### config.mk
export PLATFORM = sky130hd
export DESIGN_NAME = hex_ascii_frame_crc_checker_unit
export DESIGN_NICKNAME = d
export VERILOG_FILES = /design/src/design/hafc_pkg.sv /design/src/design/hafc_store.sv /design/src/design/hafc_parser.sv /design/src/design/hafc_drain.sv /design/src/design/hex_ascii_frame_crc_checker_unit.sv
export SDC_FILE = /design/constraint.sdc
export NUM_CORES = 1
export LEC_CHECK = 0
export ABC_CLOCK_PERIOD_IN_PS = 5800
export BUFFER_PORTS_ARGS = -buffer_cell sky130_fd_sc_hd__buf_2
export CAP_MARGIN = 20
export CORE_ASPECT_RATIO = 1.25
export CORE_MARGIN = 4
export CORE_UTILIZATION = 45
export DETAILED_ROUTE_END_ITERATION = 8
export PLACE_DENSITY = 0.69
export RECOVER_POWER = 50
export SYNTH_ARGS = -nofsm -noshare
export SYNTH_HDL_FRONTEND = slang
export SYNTH_SLANG_ARGS = --single-unit
### constraint.sdc
create_clock -name aclk -period 5.8 [get_ports aclk]
set_clock_uncertainty 0.05 [all_clocks]
set_input_delay 0.58 -clock aclk [delete_from_list [all_inputs] [get_ports aclk]]
set_output_delay 0.58 -clock aclk [all_outputs]
set_load 0.02 [all_outputs]
### src/design/hafc_pkg.sv
// shared constants, types and functions of the hex ascii frame crc checker
// no dependencies
`timescale 1ns / 1ps
package hafc_pkg;

    localparam int          MAX_PAYLOAD_DEF = 32;
    localparam logic [15:0] CRC_INIT        = 16'hFFFF;
    localparam logic [15:0] CRC_POLY        = 16'h1021;
    localparam logic [6:0]  POS_MAX         = 7'd127;
    localparam logic [3:0]  HDR_RESET       = 4'd6;
    localparam logic [5:0]  LEN_RESET       = 6'd27;
    localparam logic [7:0]  DIGIT_NINE      = 8'd57;
    localparam logic [7:0]  ALPHA_OFFSET    = 8'd55;
    localparam logic [7:0]  NUM_OFFSET      = 8'd48;

    // configuration register indexes
    localparam logic CFG_HEADER_CHARS = 1'b0;
    localparam logic CFG_PAYLOAD_LEN  = 1'b1;

    // frame end request from the parser to the drain sequencer
    typedef struct packed {
        logic       start;
        logic       ok;
        logic [5:0] last_idx;
    } hafc_req_t;

    function automatic logic [7:0] digit_value(input logic [7:0] c);
        return (c > DIGIT_NINE) ? c - ALPHA_OFFSET : c - NUM_OFFSET;
    endfunction

    // crc-16/ccitt-false, msb first, one byte
    function automatic logic [15:0] crc_byte(input logic [15:0] crc_in, input logic [7:0] b);
        logic [15:0] crc;
        crc = crc_in ^ {b, 8'h00};
        for (int i = 0; i < 8; i++) begin
            if (crc[15]) begin
                crc = {crc[14:0], 1'b0} ^ CRC_POLY;
            end else begin
                crc = {crc[14:0], 1'b0};
            end
        end
        return crc;
    endfunction

endpackage

### src/design/hafc_store.sv
// payload byte memory, one write port and one registered read port
// no dependencies
`timescale 1ns / 1ps
module hafc_store #(
    parameter int DEPTH  = 32,
    parameter int ADDR_W = $clog2(DEPTH)
) (
    input  logic              aclk,
    input  logic              wr_en,
    input  logic [ADDR_W-1:0] wr_addr,
    input  logic [7:0]        wr_data,
    input  logic              rd_en,
    input  logic [ADDR_W-1:0] rd_addr,
    output logic [7:0]        rd_data
);

    logic [7:0] mem [DEPTH];
    logic [7:0] rd_data_reg;

    always_ff @(posedge aclk) begin
        if (wr_en) begin
            mem[wr_addr] <= wr_data;
        end
        if (rd_en) begin
            rd_data_reg <= mem[rd_addr];
        end
    end

    assign rd_data = rd_data_reg;

endmodule

### src/design/hafc_parser.sv
// per character frame parser: header skip, hex pairing, crc and store writes
// depends on hafc_pkg
`timescale 1ns / 1ps
module hafc_parser
    import hafc_pkg::*;
#(
    parameter int MAX_PAYLOAD = MAX_PAYLOAD_DEF,
    parameter int ADDR_W      = $clog2(MAX_PAYLOAD)
) (
    input  logic              aclk,
    input  logic              aresetn,
    input  logic              accept,
    input  logic [7:0]        rx_char,
    input  logic              frame_start,
    input  logic [3:0]        header_chars,
    input  logic [5:0]        payload_len,
    output logic              wr_en,
    output logic [ADDR_W-1:0] wr_addr,
    output logic [7:0]        wr_data,
    output hafc_req_t         req
);

    logic [6:0]  pos_reg, pos_next, pos_e;
    logic [3:0]  hi_reg, hi_next, hi_e;
    logic [15:0] crc_reg, crc_next, crc_e;
    logic [7:0]  rcv_reg, rcv_next, rcv_e;
    logic        drop_reg, drop_next, drop_e;

    logic [6:0]  len7, rel;
    logic [5:0]  byte_no;
    logic [7:0]  dval, byte_val;
    logic [15:0] rcv_full;

    always_comb begin
        // clamp the length into 1 .. MAX_PAYLOAD
        if (payload_len == 6'd0) begin
            len7 = 7'd1;
        end else if ({1'b0, payload_len} > 7'(MAX_PAYLOAD)) begin
            len7 = 7'(MAX_PAYLOAD);
        end else begin
            len7 = {1'b0, payload_len};
        end

        pos_e  = frame_start ? 7'd0 : pos_reg;
        hi_e   = frame_start ? 4'd0 : hi_reg;
        crc_e  = frame_start ? CRC_INIT : crc_reg;
        rcv_e  = frame_start ? 8'd0 : rcv_reg;
        drop_e = frame_start ? 1'b0 : drop_reg;

        rel      = pos_e - {3'b000, header_chars};
        byte_no  = rel[6:1];
        dval     = digit_value(rx_char);
        byte_val = {hi_e, 4'h0} + dval;
        rcv_full = {rcv_e, byte_val};

        pos_next  = pos_e;
        hi_next   = hi_e;
        crc_next  = crc_e;
        rcv_next  = rcv_e;
        drop_next = drop_e;
        wr_en     = 1'b0;
        wr_addr   = byte_no[ADDR_W-1:0];
        wr_data   = byte_val;
        req.start    = 1'b0;
        req.ok       = (rcv_full == crc_e);
        req.last_idx = 6'(len7 - 7'd1);

        if (!drop_e) begin
            if (pos_e < POS_MAX) begin
                pos_next = pos_e + 7'd1;
            end
            if (pos_e == 7'd0 && rx_char == 8'd0) begin
                drop_next = 1'b1;
            end else if (pos_e >= {3'b000, header_chars} && pos_e < POS_MAX &&
                         {1'b0, byte_no} <= len7 + 7'd1) begin
                if (!rel[0]) begin
                    hi_next = dval[3:0];
                end else if ({1'b0, byte_no} < len7) begin
                    wr_en    = accept;
                    crc_next = crc_byte(crc_e, byte_val);
                end else if ({1'b0, byte_no} == len7) begin
                    rcv_next = byte_val;
                end else begin
                    req.start = accept;
                end
            end
        end
    end

    always_ff @(posedge aclk) begin
        if (!aresetn) begin
            pos_reg  <= '0;
            hi_reg   <= '0;
            crc_reg  <= CRC_INIT;
            rcv_reg  <= '0;
            drop_reg <= 1'b0;
        end else if (accept) begin
            pos_reg  <= pos_next;
            hi_reg   <= hi_next;
            crc_reg  <= crc_next;
            rcv_reg  <= rcv_next;
            drop_reg <= drop_next;
        end
    end

endmodule

### src/design/hafc_drain.sv
// result sequencer: reads the stored payload back and fills the output register
// depends on hafc_pkg
`timescale 1ns / 1ps
module hafc_drain
    import hafc_pkg::*;
#(
    parameter int MAX_PAYLOAD = MAX_PAYLOAD_DEF,
    parameter int ADDR_W      = $clog2(MAX_PAYLOAD)
) (
    input  logic              aclk,
    input  logic              aresetn,
    input  hafc_req_t         req,
    output logic              idle,
    output logic              rd_en,
    output logic [ADDR_W-1:0] rd_addr,
    input  logic [7:0]        rd_data,
    output logic              m_valid,
    input  logic              m_ready,
    output logic              m_crc_ok,
    output logic [7:0]        m_data_byte,
    output logic [4:0]        m_byte_index,
    output logic              m_last
);

    typedef enum logic [1:0] {
        ST_IDLE,
        ST_FETCH,
        ST_PUT
    } state_t;

    state_t            state_reg;
    logic [ADDR_W-1:0] cnt_reg, last_reg;
    logic              ok_reg;
    logic              m_valid_reg, m_crc_ok_reg, m_last_reg;
    logic [7:0]        m_data_reg;
    logic [4:0]        m_idx_reg;
    logic              final_beat;
    logic              put_fire;

    assign final_beat = !ok_reg || (cnt_reg == last_reg);

    // output register is loaded when it is empty or being emptied
    assign put_fire = (state_reg == ST_PUT) && (!m_valid_reg || m_ready);

    always_ff @(posedge aclk) begin
        if (!aresetn) begin
            state_reg   <= ST_IDLE;
            cnt_reg     <= '0;
            last_reg    <= '0;
            ok_reg      <= 1'b0;
            m_valid_reg <= 1'b0;
        end else begin
            if (m_valid_reg && m_ready && !put_fire) begin
                m_valid_reg <= 1'b0;
            end
            unique case (state_reg)
                ST_IDLE: begin
                    if (req.start) begin
                        ok_reg    <= req.ok;
                        last_reg  <= ADDR_W'(req.last_idx);
                        cnt_reg   <= '0;
                        state_reg <= req.ok ? ST_FETCH : ST_PUT;
                    end
                end
                ST_FETCH: begin
                    state_reg <= ST_PUT;
                end
                ST_PUT: begin
                    if (put_fire) begin
                        m_valid_reg  <= 1'b1;
                        m_crc_ok_reg <= ok_reg;
                        m_data_reg   <= ok_reg ? rd_data : 8'd0;
                        m_idx_reg    <= ok_reg ? 5'(cnt_reg) : 5'd0;
                        m_last_reg   <= final_beat;
                        if (final_beat) begin
                            state_reg <= ST_IDLE;
                        end else begin
                            cnt_reg   <= cnt_reg + ADDR_W'(1);
                            state_reg <= ST_FETCH;
                        end
                    end
                end
                default: state_reg <= ST_IDLE;
            endcase
        end
    end

    assign idle         = (state_reg == ST_IDLE);
    assign rd_en        = (state_reg == ST_FETCH);
    assign rd_addr      = cnt_reg;
    assign m_valid      = m_valid_reg;
    assign m_crc_ok     = m_crc_ok_reg;
    assign m_data_byte  = m_data_reg;
    assign m_byte_index = m_idx_reg;
    assign m_last       = m_last_reg;

endmodule

### src/design/hex_ascii_frame_crc_checker_unit.sv
// hex ascii frame checker with crc-16/ccitt-false, top level
// a good frame's first result is registered through the store read (ST_FETCH) and then
// the output register (ST_PUT) after its last character beat; a failure beat skips ST_FETCH
// one character per cycle while s_ready is high; a result is fetched only after the previous one is put
// input is held off while the payload of a good frame or a failure beat is drained
// reset (aresetn, synchronous, active low) clears control state and loads register defaults
`timescale 1ns / 1ps
module hex_ascii_frame_crc_checker_unit
    import hafc_pkg::*;
#(
    parameter int MAX_PAYLOAD = MAX_PAYLOAD_DEF
) (
    input  logic       aclk,
    input  logic       aresetn,
    // configuration write port
    input  logic       cfg_wr_en,
    input  logic       cfg_index,
    input  logic [5:0] cfg_wdata,
    // character input channel
    input  logic       s_valid,
    output logic       s_ready,
    input  logic [7:0] s_rx_char,
    input  logic       s_frame_start,
    // result channel
    output logic       m_valid,
    input  logic       m_ready,
    output logic       m_crc_ok,
    output logic [7:0] m_data_byte,
    output logic [4:0] m_byte_index,
    output logic       m_last
);

    localparam int ADDR_W = $clog2(MAX_PAYLOAD);

    logic [3:0]        hdr_reg;
    logic [5:0]        len_reg;
    logic              accept;
    logic              wr_en, rd_en, drain_idle;
    logic [ADDR_W-1:0] wr_addr, rd_addr;
    logic [7:0]        wr_data, rd_data;
    hafc_req_t         req;

    // configuration registers, to be written only while the block is idle; the block itself does not enforce it
    always_ff @(posedge aclk) begin
        if (!aresetn) begin
            hdr_reg <= HDR_RESET;
            len_reg <= LEN_RESET;
        end else if (cfg_wr_en) begin
            unique case (cfg_index)
                CFG_HEADER_CHARS: hdr_reg <= cfg_wdata[3:0];
                CFG_PAYLOAD_LEN:  len_reg <= cfg_wdata;
                default:          hdr_reg <= hdr_reg;
            endcase
        end
    end

    // characters are taken only while no drain is running, so the store
    // never sees a write to an entry that is being read back
    assign s_ready = drain_idle;
    assign accept  = s_valid && s_ready;

    hafc_parser #(
        .MAX_PAYLOAD (MAX_PAYLOAD),
        .ADDR_W      (ADDR_W)
    ) u_parser (
        .aclk         (aclk),
        .aresetn      (aresetn),
        .accept       (accept),
        .rx_char      (s_rx_char),
        .frame_start  (s_frame_start),
        .header_chars (hdr_reg),
        .payload_len  (len_reg),
        .wr_en        (wr_en),
        .wr_addr      (wr_addr),
        .wr_data      (wr_data),
        .req          (req)
    );

    // payload store, one entry per data byte
    hafc_store #(
        .DEPTH  (MAX_PAYLOAD),
        .ADDR_W (ADDR_W)
    ) u_store (
        .aclk    (aclk),
        .wr_en   (wr_en),
        .wr_addr (wr_addr),
        .wr_data (wr_data),
        .rd_en   (rd_en),
        .rd_addr (rd_addr),
        .rd_data (rd_data)
    );

    // drain: fetch an entry, then put it into the output register once free; a failure beat skips the fetch
    hafc_drain #(
        .MAX_PAYLOAD (MAX_PAYLOAD),
        .ADDR_W      (ADDR_W)
    ) u_drain (
        .aclk         (aclk),
        .aresetn      (aresetn),
        .req          (req),
        .idle         (drain_idle),
        .rd_en        (rd_en),
        .rd_addr      (rd_addr),
        .rd_data      (rd_data),
        .m_valid      (m_valid),
        .m_ready      (m_ready),
        .m_crc_ok     (m_crc_ok),
        .m_data_byte  (m_data_byte),
        .m_byte_index (m_byte_index),
        .m_last       (m_last)
    );

    // store writes only come from accepted characters
    assert property (@(posedge aclk) disable iff (!aresetn) wr_en |-> accept)
        else $error("store write without an accepted character");

    // a frame end request is only raised while the drain is idle
    assert property (@(posedge aclk) disable iff (!aresetn) req.start |-> drain_idle)
        else $error("frame end while drain busy");

    // a failure beat is a lone final beat with zeroed payload
    assert property (@(posedge aclk) disable iff (!aresetn)
        (m_valid && !m_crc_ok) |-> (m_last && m_data_byte == 8'd0 && m_byte_index == 5'd0))
        else $error("malformed failure beat");

    // after a frame end the input stays blocked on the next cycle
    assert property (@(posedge aclk) disable iff (!aresetn) req.start |=> !s_ready)
        else $error("input not held off during drain");

endmodule
Word level (Yosys, flattened, before mapping). Memory sizes are Yosys's and may differ from the RTL's. A register that Yosys moved wholly into a read port is not among the register bits. Cells that the tools add are included.

Multiplexer cells: 95. Bitwise gates (word level): 10. Order comparisons: 6. Reductions and logical operators: 23. $add $sub $neg: 8. Equal/unequal tests: 8.

Operators by type and width (count): $mux 16 (41); $mux 13 (8); $mux 8 (8); $not 3->3 (8); $mux 7 (3); $mux 1 (20); $mux 4 (5); $eq 16x16->1 (1); $sub 8x6->8 const B (2); $xor 16x16->16 (1); $mux 5 (3); $mux 6 (2); $pmux 5 s2 (1); $add 8x8->8 (1); $gt 8x6->1 const B (1); $logic_not 8->1 (1); $reduce_and 2->1 (4); $add 6x1->7 const B (1); $add 7x1->7 const B (1); $ge 7x4->1 (1); $le 6x7->1 (1); $logic_and 1x1->1 (7); $logic_not 7->1 (1); $lt 7x7->1 const B (1); other kinds (21) (27).

Register bits after elaboration: 75. Input port bits: 21. Output and inout bits: 17. Logic and storage cells: 167. Bits in writable memories: 256. Memories: 1.

Memory list: u_store.mem (words 32, bits a word 8, read ports 1, clocked after memory_dff 1, wr ports 1, line hafc_store.sv:17) `logic [7:0] mem [DEPTH];`.

Logic depth before layout (Yosys ltp). Gate-level depths: netlist of the first run.

Depth in word-level cells: 60. Mapped depth: 22. Depth with buffers taken out: 18.

Hierarchy. A second synthesis of the first run with hierarchy kept.

Cell total of the unflattened synthesis: 1022. Area total of the unflattened synthesis: 15438.6 sq um.

By module, submodules not included: hafc_store (area each 10133.5 sq um, sequential area each 7927.6 sq um, cells an instance 417, times used 1); hafc_parser (area each 3573.4 sq um, sequential area each 720.7 sq um, cells an instance 442, times used 1); hafc_drain (area each 1285.0 sq um, sequential area each 730.7 sq um, cells an instance 117, times used 1); hex_ascii_frame_crc_checker_unit (area each 446.7 sq um, sequential area each 200.2 sq um, cells an instance 46, times used 1).

Worst setup path before layout of the first run. No wires, ideal clock.

Path type: input to register. Start: input port s_frame_start. End: memory u_store.mem[10][0] (enable). Data required time: 5380 ps. Path buffers: 4. Cell stages on the path: 17. Setup slack: 471 ps. Data arrival time: 4909 ps. Setup time: 370 ps. Cells stage by stage: buf_2 > buf_2 > buf_1 > clkbuf_1 > nor2b_1 > ha_1 > nor2b_1 > o211a_1 > o311ai_0 > nand2_1 > ha_1 > a21o_1 > a211oi_1 > or3b_2 > nor3_1 > nand3_1 > nor2_1.

Word-level cells in the longest chain between the ends: 10. Elaborated cells between the ends (all ways): 18. Those cells by class: 1 x add/sub; 4 x order compare; 9 x mux; 4 x reduce/logical.

RTL lines: start: declaration (line hex_ascii_frame_crc_checker_unit.sv:23) `input logic s_frame_start,`; $mux 7 (line hafc_parser.sv:44) `pos_e = frame_start ? 7'd0 : pos_reg;`; $sub 7x4->7 (line hafc_parser.sv:50) `rel = pos_e - {3'b000, header_chars};`; $lt 6x6->1 (line hafc_parser.sv:78) `end else if ({1'b0, byte_no} < len7) begin`; $mux 1 (line hafc_parser.sv:78); $mux 1 (line hafc_parser.sv:76) `if (!rel[0]) begin`; $mux 1 (line hafc_parser.sv:74) `end else if (pos_e >= {3'b000, header_chars} && pos_e < POS_MAX &&`; $mux 1 (line hafc_parser.sv:72) `if (pos_e == 7'd0 && rx_char == 8'd0) begin`; $mux 1 (line hafc_parser.sv:68) `if (!drop_e) begin`; $mux 1 (line hafc_store.sv:21) `if (wr_en) begin`; $mux 1 (implied by the code) (line hafc_store.sv:22) `mem[wr_addr] <= wr_data;`; end: declaration (line hafc_store.sv:17).

Parallel ways exist; a longest one is shown, timed or not.

Worst setup path after layout of the first run.
Start: register u_parser.pos_reg[1]. End: memory u_store.mem[3][5] (enable).

Word-level cells in the longest chain between the ends: 10. Elaborated cells between the ends (all ways): 17. Those cells by class: 1 x add/sub; 4 x order compare; 8 x mux; 4 x reduce/logical.

RTL lines: start: declaration (line hafc_parser.sv:23) `logic [6:0] pos_reg, pos_next, pos_e;`; start signal: assignment (line hafc_parser.sv:98) `pos_reg <= pos_next;`; $mux 7 (*) (line hafc_parser.sv:44); $sub 7x4->7 (line hafc_parser.sv:50); $lt 6x6->1 (line hafc_parser.sv:78); $mux 1 (line hafc_parser.sv:78); $mux 1 (line hafc_parser.sv:76); $mux 1 (line hafc_parser.sv:74); $mux 1 (line hafc_parser.sv:72); $mux 1 (line hafc_parser.sv:68); $mux 1 (line hafc_store.sv:21); $mux 1 (implied by the code) (line hafc_store.sv:22).

Mark *: on every way between the ends. The rest lies on a longest branch, timed or not.

==> results of run 1 <==
[final timing paths]
path / to / slack [ns]
max reg2reg: u_store.mem[3][5] / 0.70
max: u_store.mem[3][5] / 0.70
min reg2reg: u_parser.rcv_reg[2] / 0.41
min: len_reg[4] / 0.20
[worst max-delay path, cell delays in order, from the launching register on]
cell	delay, ns
dfxtp_1	0.34
nor2b_1	0.25
inv_1	0.12
fa_1	0.44
nor2b_1	0.12
o21ai_0	0.09
nand2b_1	0.15
xor2_1	0.29
inv_1	0.14
ha_1	0.32
a21o_1	0.16
a21oi_1	0.15
a31oi_1	0.19
or3b_2	0.51
nor3_1	0.46
nand2_1	0.30
nor2_1	0.62
[layout by cell type (no fill, tap or decap), types with 3 or more instances in the layout]
master | netlist | final
edfxtp_1 | 279 | 279
nor2_1 | 89 | 89
mux4_2 | 80 | 80
dfxtp_1 | 60 | 60
nand2_1 | 55 | 55
xnor2_1 | 52 | 52
clkbuf_1 | 29 | 36
inv_1 | 35 | 35
clkbuf_16 | 0 | 31
ha_1 | 29 | 29
o21ai_0 | 26 | 26
nand3_1 | 22 | 22
a21oi_1 | 21 | 21
nor2b_1 | 18 | 18
buf_2 | 12 | 18
nor3_1 | 17 | 17
buf_4 | 0 | 16
xor2_1 | 14 | 14
a2bb2oi_1 | 13 | 13
and3_1 | 9 | 9
and2_0 | 0 | 9
and2_1 | 17 | 8
a211oi_1 | 8 | 8
nand2b_1 | 8 | 8
mux2_2 | 8 | 8
or3_1 | 7 | 7
a31oi_1 | 6 | 6
nand4_1 | 6 | 6
clkinv_2 | 0 | 6
a21o_1 | 5 | 5
nor3b_1 | 5 | 5
clkinv_1 | 0 | 5
o22ai_1 | 4 | 4
o21a_1 | 4 | 4
a211o_1 | 3 | 3
mux2i_1 | 2 | 3
a22o_1 | 3 | 3
clkinvlp_4 | 0 | 3
bufinv_16 | 0 | 3
[final cells by class]
cell class              instances  share of cell area
clock buffers                  37              0.0483
clock inverters                21              0.0117
inverters                      35             0.00786
multi-input cells             581               0.308
flip-flops and latches        339               0.573
well taps                     418              0.0313
repair buffers                 65              0.0195
[cells by family after synthesis]
family / after synthesis / share of synthesized area
and+or+nand+nor: 268 / 0.0867
muxes: 92 / 0.129
xor gates and xnor gates: 69 / 0.0431
buffers and inverters: 88 / 0.0239
adders and majority gates: 31 / 0.0267
DFF: 339 / 0.635
AOI/OAI and AO/OA: 121 / 0.0560
[stage by stage]
step	setup slack (ns)	hold WS (ns)	area, µm²
after floorplan	0.471	0.375	15100
after global placement	0.484	0.388	15800
after detailed placement	0.352	0.396	15800
after CTS	0.678	0.192	16800
after global routing	0.221	0.208	16700
final	0.700	0.200	16700
[power groups by stage]
stage | Sequential [mW] | Clock, mW | Combinational, mW
floorplan | 2.72 | 0 | 0.197
global placement | 2.72 | 0 | 0.297
detailed placement | 2.72 | 0 | 0.302
CTS | 2.67 | 2.04 | 0.303
global route | 2.67 | 2.15 | 0.324
finish | 2.67 | 2.01 | 0.293
[metal layers]
| layer | track usage | up-vias | wire length, µm | part of all wire |
|---|---|---|---|---|
| met5 | 0 | - | 13 | 0.00040 |
| met4 | 0.0458 | 2 | 765 | 0.024 |
| met3 | 0.0226 | 60 | 1810 | 0.056 |
| met2 | 0.318 | 279 | 16900 | 0.52 |
| met1 | 0.237 | 4263 | 12800 | 0.40 |
| li1 | - | 3927 | - | - |
==> run metrics, run 1 <==
antenna violations before repair 1; CP arrival 5.24 ns; Routed Antenna Nets 0; H-tree levels 1; Final Setup Violations 0; CTS tree done; Worst Tran Pin Value 2.29 ns; relative slew slack -0.527; pwr dens 298 nW/µm²; Nets around 1100; vias in the first global route 8514; Yosys top cell area share 0.555; hold depth 3; postcts setup bufs 0; crit path kind reg -> reg; count leader, synth edfxtp_1; Detailed Routing Iterations Pass 1 7; Syn Inst Count 1008; startpoint class of the critical path flip-flop; Filler cells 2678; Most used DFF post-synth edfxtp_1; critical path capture point type flip-flop; io pins 38; setup TNS 0 ns; Routed WL between 30000 and 40000 µm; RSZ-0062 raised after global routing no; drt wl/cell 21.6 µm; failing checks capacitance limit, slew limit; sw power approximately 1.1 mW; CTS Hold Bufs 0; post-route minimum period 5.10 ns; die area 36600 µm²; R2R Path Start u_parser.pos_reg[1]; n_diodes 0; DR iter-0 viols 739; vias per inst 5.70; largest cells by area after synthesis edfxtp_1 (55%), mux4_2 (12%), dfxtp_1 (8.0%), xnor2_1 (3.0%), ha_1 (2.4%); register area 9580 µm²; input/output buffers 37; Clock Tree Root clkbuf_16; top cell type by total area after synthesis edfxtp_1; Hold Path Class in -> reg; Design Power 4.97 mW; Unique masters post-synth 74; fin util 0.509; Area Overhead vs Synth 10.7%; dpl hpwl 21600 µm; placed cell count roughly 1400; Logic pwr share 0.059; largest fanout on the critical path 8; sw frac 0.218; worst setup path start u_parser.pos_reg[1]; synthesized area 15100 µm²; Reg2Reg Depth 16; maxcap violations 9; Hold Violations, Final 0; sequential share of the synthesized area 0.635; ys async rst share 0; initial core utilization 0.459; Clk network pwr share 0.404; fmax ~200 MHz; row count 74; sequential power share 0.537; clk sink count approximately 340; routed vias 8531; Placer Congestion 0.856; EDFF count, synth 279; CTS buffer count 31; VDD IR-drop max 0.000213 V; largest net degree at the start of global routing 56; die span in y 213 µm; first-pass GRT wire length 50400 µm; GRT Total Usage 0.180; Synth top cells by count edfxtp_1 (279), nor2_1 (89), mux4_2 (80); Clk Latency, worst-skew pair 0.57 ns; fin crit share 0.879; GRT overflow 0; synth warn 0; Syn Area/Cell 15.0 µm²; CP required 5.94 ns; post-cts sizing count 0; fin. max-slew vios 312; max FFs per register ~260; DRC violations left 0; Synth Register Bits 339; core area 32900 µm²; post-route insts no fill ~1500; Max clock buf depth 3; Die X 172 µm; Leak Pwr 5.47 nW; hold_sp cfg_wdata[4]; Clock Pin Slew Worst Setup and Hold Paths 0.07 ns; outcome complete, but fails checks; internal power slightly below 4 mW; Synth Net Count 1060; share of layout cells above drive strength 1 0.168; Multi-input gate area roughly 5200 µm²
No activity file was read; power rests on OpenSTA's default activity.
==> inputs of run 2 (changes only) <==
--- a/config.mk
+++ b/config.mk
@@ -12,7 +12,7 @@
 export CORE_MARGIN = 4
 export CORE_UTILIZATION = 45
 export DETAILED_ROUTE_END_ITERATION = 8
-export PLACE_DENSITY = 0.69
+export GPL_TIMING_DRIVEN = 0
 export RECOVER_POWER = 50
 export SYNTH_ARGS = -nofsm -noshare
 export SYNTH_HDL_FRONTEND = slang
==> run 2 against run 1 <==
The run still ends with capacitance limit, slew limit left. Core utilization is 2.3 points higher. Combinational power is 2% higher. Worst setup slack worse by 0.31 ns. Non-clock buffer count is 44 higher. Cell count is 3.1% higher. Global-route usage is 1.7 points higher. Final area is 4.6% higher. Flip-flop and latch count stayed put. Sequential power hardly changed. Via count is 2.5% higher. First-iteration DRC count is 15% lower. Critical path type is now in -> reg.
==> run metrics, run 2 (synthesis results as in run 1) <==
largest fanout on the critical path 19; vias per inst 5.67; Detailed Routing Iterations Pass 1 5; critical path capture point type flip-flop; CP max stage delay 0.55 ns; startpoint class of the critical path input pin; GRT Total Usage 0.197; Worst Tran Pin Value 1.96 ns; WHS 0.217 ns; fmax 185 MHz; core area 32900 µm²; drt wl/cell 22.8 µm; register area 9580 µm²; Final Setup Violations 0; outcome complete, but fails checks; Clock Pin Slew Worst Setup and Hold Paths 0.06 ns; maxcap violations 4; Hold Violations, Final 0; Hold Path Class in -> reg; Leak Pwr 5.70 nW; Non-Filler Cell Area, Final roughly 17000 µm²; fin crit share 0.933; max FFs per register between 200 and 300; CP arrival 5.60 ns; most common cell after layout, fill and taps aside edfxtp_1; Routed WL 35100 µm; hold depth 3; Routed Antenna Nets 0; slowest CP cell or3b_2; initial core utilization 0.459; crit path kind in -> reg; post-route insts no fill 1543; placed cell count ~1500; placed cell area between 15000 and 20000 µm²; io pins 38; largest net degree at the start of global routing 39; pwr dens 306 nW/µm²; vias in the first global route 8932; failing checks capacitance limit, slew limit; Clock Tree Root clkbuf_16; die span in y roughly 210 µm; Placer Congestion 0.838; reg2reg setup slack 1.09 ns; first-pass GRT wire length 54300 µm; DRC violations left 0; Clk Latency, worst-skew pair 0.52 ns; Multi-input gate area 5360 µm²; relative slew slack -0.308; Filler cells between 2000 and 3000; DR iter-0 viols 630; setup TNS 0 ns; Nets around 1200; input/output buffers 36; Reg2Reg Depth 17; clk sink count 339; CTS tree done; Area Overhead vs Synth 15.8%; Worst Hold End len_reg[4]; hold_sp cfg_wdata[4]; CP cell instances buf_2, buf_2, buf_4, clkbuf_2, nor2b_1, ha_1, nor2b_1, o21ai_0, nand2b_1, o311ai_0, o21ai_0, ha_1, nand3_1, a21oi_1, a211oi_2, or3b_2, nor3_4, nand3_2, nor2_4, buf_12; antenna violations before repair 0; Max clock buf depth 3; dpl hpwl 24400 µm; CP required 5.99 ns; post-route minimum period 5.41 ns; n_diodes 0; GRT overflow 0; row count 74; share of layout cells above drive strength 1 0.205; routed vias 8746; fin. max-slew vios 81; most frequent cells in the layout edfxtp_1 (279), mux4_2 (80), clkbuf_1 (64); reg2reg end u_store.mem[4][3]; CTS buffer count 34; fin util 0.532; VDD IR-drop max about 0.00034 V; Die X 172 µm; die area between 30000 and 40000 µm²; R2R Path Start u_parser.pos_reg[1]; H-tree levels 2
## run 2: worst max-delay path by stage
stage,slack (ns),depth (start not counted),start,end
after floorplan,0.47,17,s_frame_start,u_store.mem[10][0]
after global placement,-1.67,19,s_frame_start,u_store.mem[4][4]
after detailed placement,-1.62,19,s_frame_start,u_store.mem[7][2]
after CTS,0.04,20,s_frame_start,u_store.mem[4][3]
after global routing,-0.002,21,s_frame_start,u_store.mem[26][5]
final,0.39,20,s_frame_start,u_store.mem[4][3]
## run 2: timing repair
item / in CTS / in global routing
resized for setup: 26 / 42
hold buffers: 0 / 0
pin swaps: 0 / 15
endpoints found under the hold margin: 0 / 0
endpoints found under the setup margin: 271 / 267
buffers inserted: 0 / 12
## run 2: area by class of cell
| cell class | count | share of cell area |
|---|---|---|
| flip-flops and latches | 339 | 0.548 |
| multi-input cells | 581 | 0.307 |
| clock buffers | 42 | 0.0540 |
| well taps | 418 | 0.0299 |
| repair buffers | 57 | 0.0260 |
| clock inverters | 19 | 0.0154 |
| plain buffers | 52 | 0.0125 |
| inverters | 35 | 0.00752 |
## run 2: where the power goes
| group | switching (mW) | internal, mW | total [mW] |
|---|---|---|---|
| Sequential | 0.00431 | 2.67 | 2.67 |
| Clock | 0.907 | 1.47 | 2.38 |
| Combinational | 0.206 | 0.0922 | 0.298 |
| Total | 1.12 | 4.23 | 5.35 |
## run 2: layer usage
metal | share of wire | vias to the layer above | track usage
met5 | 0 | - | 0
met4 | 0.028 | 0 | 0.0588
met3 | 0.042 | 55 | 0.0315
met2 | 0.52 | 226 | 0.336
met1 | 0.41 | 4428 | 0.263
li1 | - | 4037 | -
## run 2: critical path: cells and delay by family
family	cells	cell delay (ns)
simple gates	8	1.85
compound gates	5	1.08
buf+inv	5	1.33
fa+ha+maj	2	0.72
## run 2: metrics by stage
stage          worst slack [ns]  power, mW
3_5_place_dp              -1.62       3.03
4_1_cts                  0.0402       5.41
3_3_place_gp              -1.67       3.01
5_1_grt                -0.00235       5.53
6_report                  0.391       5.35
2_1_floorplan             0.471       2.92
==> inputs of run 3 (changes only) <==
--- a/config.mk
+++ b/config.mk
@@ -9,11 +9,11 @@
 export BUFFER_PORTS_ARGS = -buffer_cell sky130_fd_sc_hd__buf_2
 export CAP_MARGIN = 20
 export CORE_ASPECT_RATIO = 1.25
-export CORE_MARGIN = 4
+export CORE_MARGIN = 2
 export CORE_UTILIZATION = 45
 export DETAILED_ROUTE_END_ITERATION = 8
 export GPL_TIMING_DRIVEN = 0
-export RECOVER_POWER = 50
+export RECOVER_POWER = 100
 export SYNTH_ARGS = -nofsm -noshare
 export SYNTH_HDL_FRONTEND = slang
 export SYNTH_SLANG_ARGS = --single-unit
==> run 3 against run 2 <==
The flow still finishes with violations (capacitance limit, slew limit). Cell count unchanged. Flip-flop and latch count unchanged. Routed wire length decreased by 2.3%. Sequential share of layout area increased by 0.77 points. Count of clock-buffer cells in the layout increased by 5. Global-route usage increased by 0.34 points. Hold slack improved by 0.027 ns. Core utilization decreased by 1.4 points. Maximum frequency decreased by 2.3%. Critical path type unchanged. Highest routed layer unchanged.
==> run metrics, run 3 (synthesis results as in run 1) <==
outcome complete, but fails checks; failing checks capacitance limit, slew limit; fin. max-slew vios 35; most common cell after layout, fill and taps aside edfxtp_1; most frequent cells in the layout edfxtp_1 (279), mux4_2 (80), nor2_1 (64), clkbuf_1 (64), dfxtp_1 (60); row count 75; placed cell count 1472; Filler cells about 2800; fmax 181 MHz; H-tree levels 2; io pins 38; GR peak layer met2; largest net degree at the start of global routing 39; Nets 1147; maxcap violations 1; GRT overflow 0; post-route insts no fill 1543; vias in the first global route between 8000 and 9000; Non-Filler Cell Area, Final 17200 µm²; share of layout cells above drive strength 1 0.196; Detailed Routing Iterations Pass 1 5; crit path kind in -> reg; max FFs per register 256; antenna violations before repair 0; post-route minimum period 5.54 ns; Clock Tree Root clkbuf_16; startpoint class of the critical path input pin; CTS Hold Bufs 0; met2 Track Usage GR 0.353; Final Setup Violations 0; placed cell area 15900 µm²; CP required between 5 and 6 ns; routed vias roughly 8600; Multi-input gate area 5320 µm²; Hold Violations, Final 0; VDD IR-drop max 0.000228 V; clk sink count 339; drt wl/cell ~22 µm; Routed WL around 34000 µm; Area Overhead vs Synth 14.2%; Worst Tran Pin Value 1.70 ns; vias per inst 5.59; Max clock buf depth 3; CP arrival 5.63 ns; Die X 168 µm; largest fanout on the critical path 28; Leak Pwr 5.59 nW; GR Util met3 0.0277; Routed Antenna Nets 0; DR iter-0 viols 542; WHS 0.244 ns; relative slew slack -0.134; RSZ-0062 raised after global routing yes; CTS tree done; Placer Congestion roughly 0.84; setup TNS 0 ns; input/output buffers 36; GRT Total Usage 0.201; die area about 35000 µm²; n_diodes 0; DRC violations left 0; critical path capture point type flip-flop; Clk Latency, worst-skew pair 0.51 ns; die span in y 209 µm; register area between 9000 and 10000 µm²; Hold Path Class in -> reg; pwr dens about 300 nW/µm²; initial core utilization 0.453; core area 33300 µm²; dpl hpwl 24200 µm; Clock Pin Slew Worst Setup and Hold Paths 0.06 ns; first-pass GRT wire length 52700 µm; CTS buffer count 35; fin crit share 0.954; M1 GR Usage 0.256
[run 3: cell count changes in the layout (fill, tap and decap cells not counted), moves of 2 or more]
cell | before | now
mux2_2 | 6 | 8
buf_16 | 0 | 3
and2_0 | 9 | 7
nor2_1 | 57 | 64
bufinv_16 | 7 | 0
clkinvlp_2 | 2 | 0
nor2_4 | 24 | 16
mux2_1 | 2 | 0
and2_1 | 8 | 10
clkinv_1 | 3 | 5
buf_12 | 12 | 7
[run 3: report_power, final]
group	internal [mW]	switching [mW]	total (mW)
logic	0.108	0.208	0.316
registers	2.67	0.00412	2.67
clock network	1.17	0.908	2.08
[run 3: through the flow]
stage	util	total power, mW	setup WS (ns)
after floorplan	-	2.92	0.471
after global placement	0.474	3.01	-1.75
after detailed placement	0.478	3.04	-1.66
after CTS	0.514	5.10	0.0795
after global routing	0.517	5.23	-0.0534
final	0.517	5.06	0.264
[run 3: final cells by class]
| type | instances | share of cell area |
|---|---|---|
| well taps | 423 | 0.0307 |
| clock inverters | 15 | 0.00457 |
| clock buffers | 47 | 0.0559 |
| repair buffers | 52 | 0.0247 |
| flip-flops and latches | 339 | 0.556 |
| inverters | 35 | 0.00762 |
| plain buffers | 51 | 0.0125 |
| multi-input cells | 581 | 0.308 |
[run 3: worst paths after layout]
kind | startpoint | endpoint | slack [ns] | cells past startpoint
worst min-delay path | cfg_wdata[4] | len_reg[4] | 0.24 | 3
worst min register to register | u_parser.rcv_reg[1] | u_parser.rcv_reg[1] | 0.41 | 2
worst max-delay path | s_frame_start | u_store.mem[20][1] | 0.26 | 20
worst max register to register | u_parser.pos_reg[1] | u_store.mem[20][1] | 0.71 | 16
[run 3: critical path, cell delays in order]
cell and delay, ns:
buf_2 0.19, buf_2 0.30, buf_4 0.37, inv_1 0.12
nand2_1 0.13, ha_1 0.20, fa_1 0.22, nor2b_1 0.06
o21ai_0 0.15, nand2b_1 0.13, xor2_1 0.41, inv_1 0.23
ha_1 0.35, a21o_1 0.16, a21oi_1 0.20, a31oi_1 0.25
nor3b_1 0.35, and3_1 0.28, nand3_1 0.22, nor2_1 0.71
[run 3: what timing repair did]
item	CTS	global route
endpoints found under the setup margin	280	256
buffers inserted	0	7
hold endpoints to repair	0	0
gates resized for setup	39	10
pin swaps	0	7
gates cloned	0	0
[run 3: routing by layer]
layer	routed length, µm	part of all wire	up-vias
li1	-	-	4011
met1	14500	0.42	4371
met2	17500	0.51	192
met3	1350	0.039	51
met4	987	0.029	0
met5	0	0	-
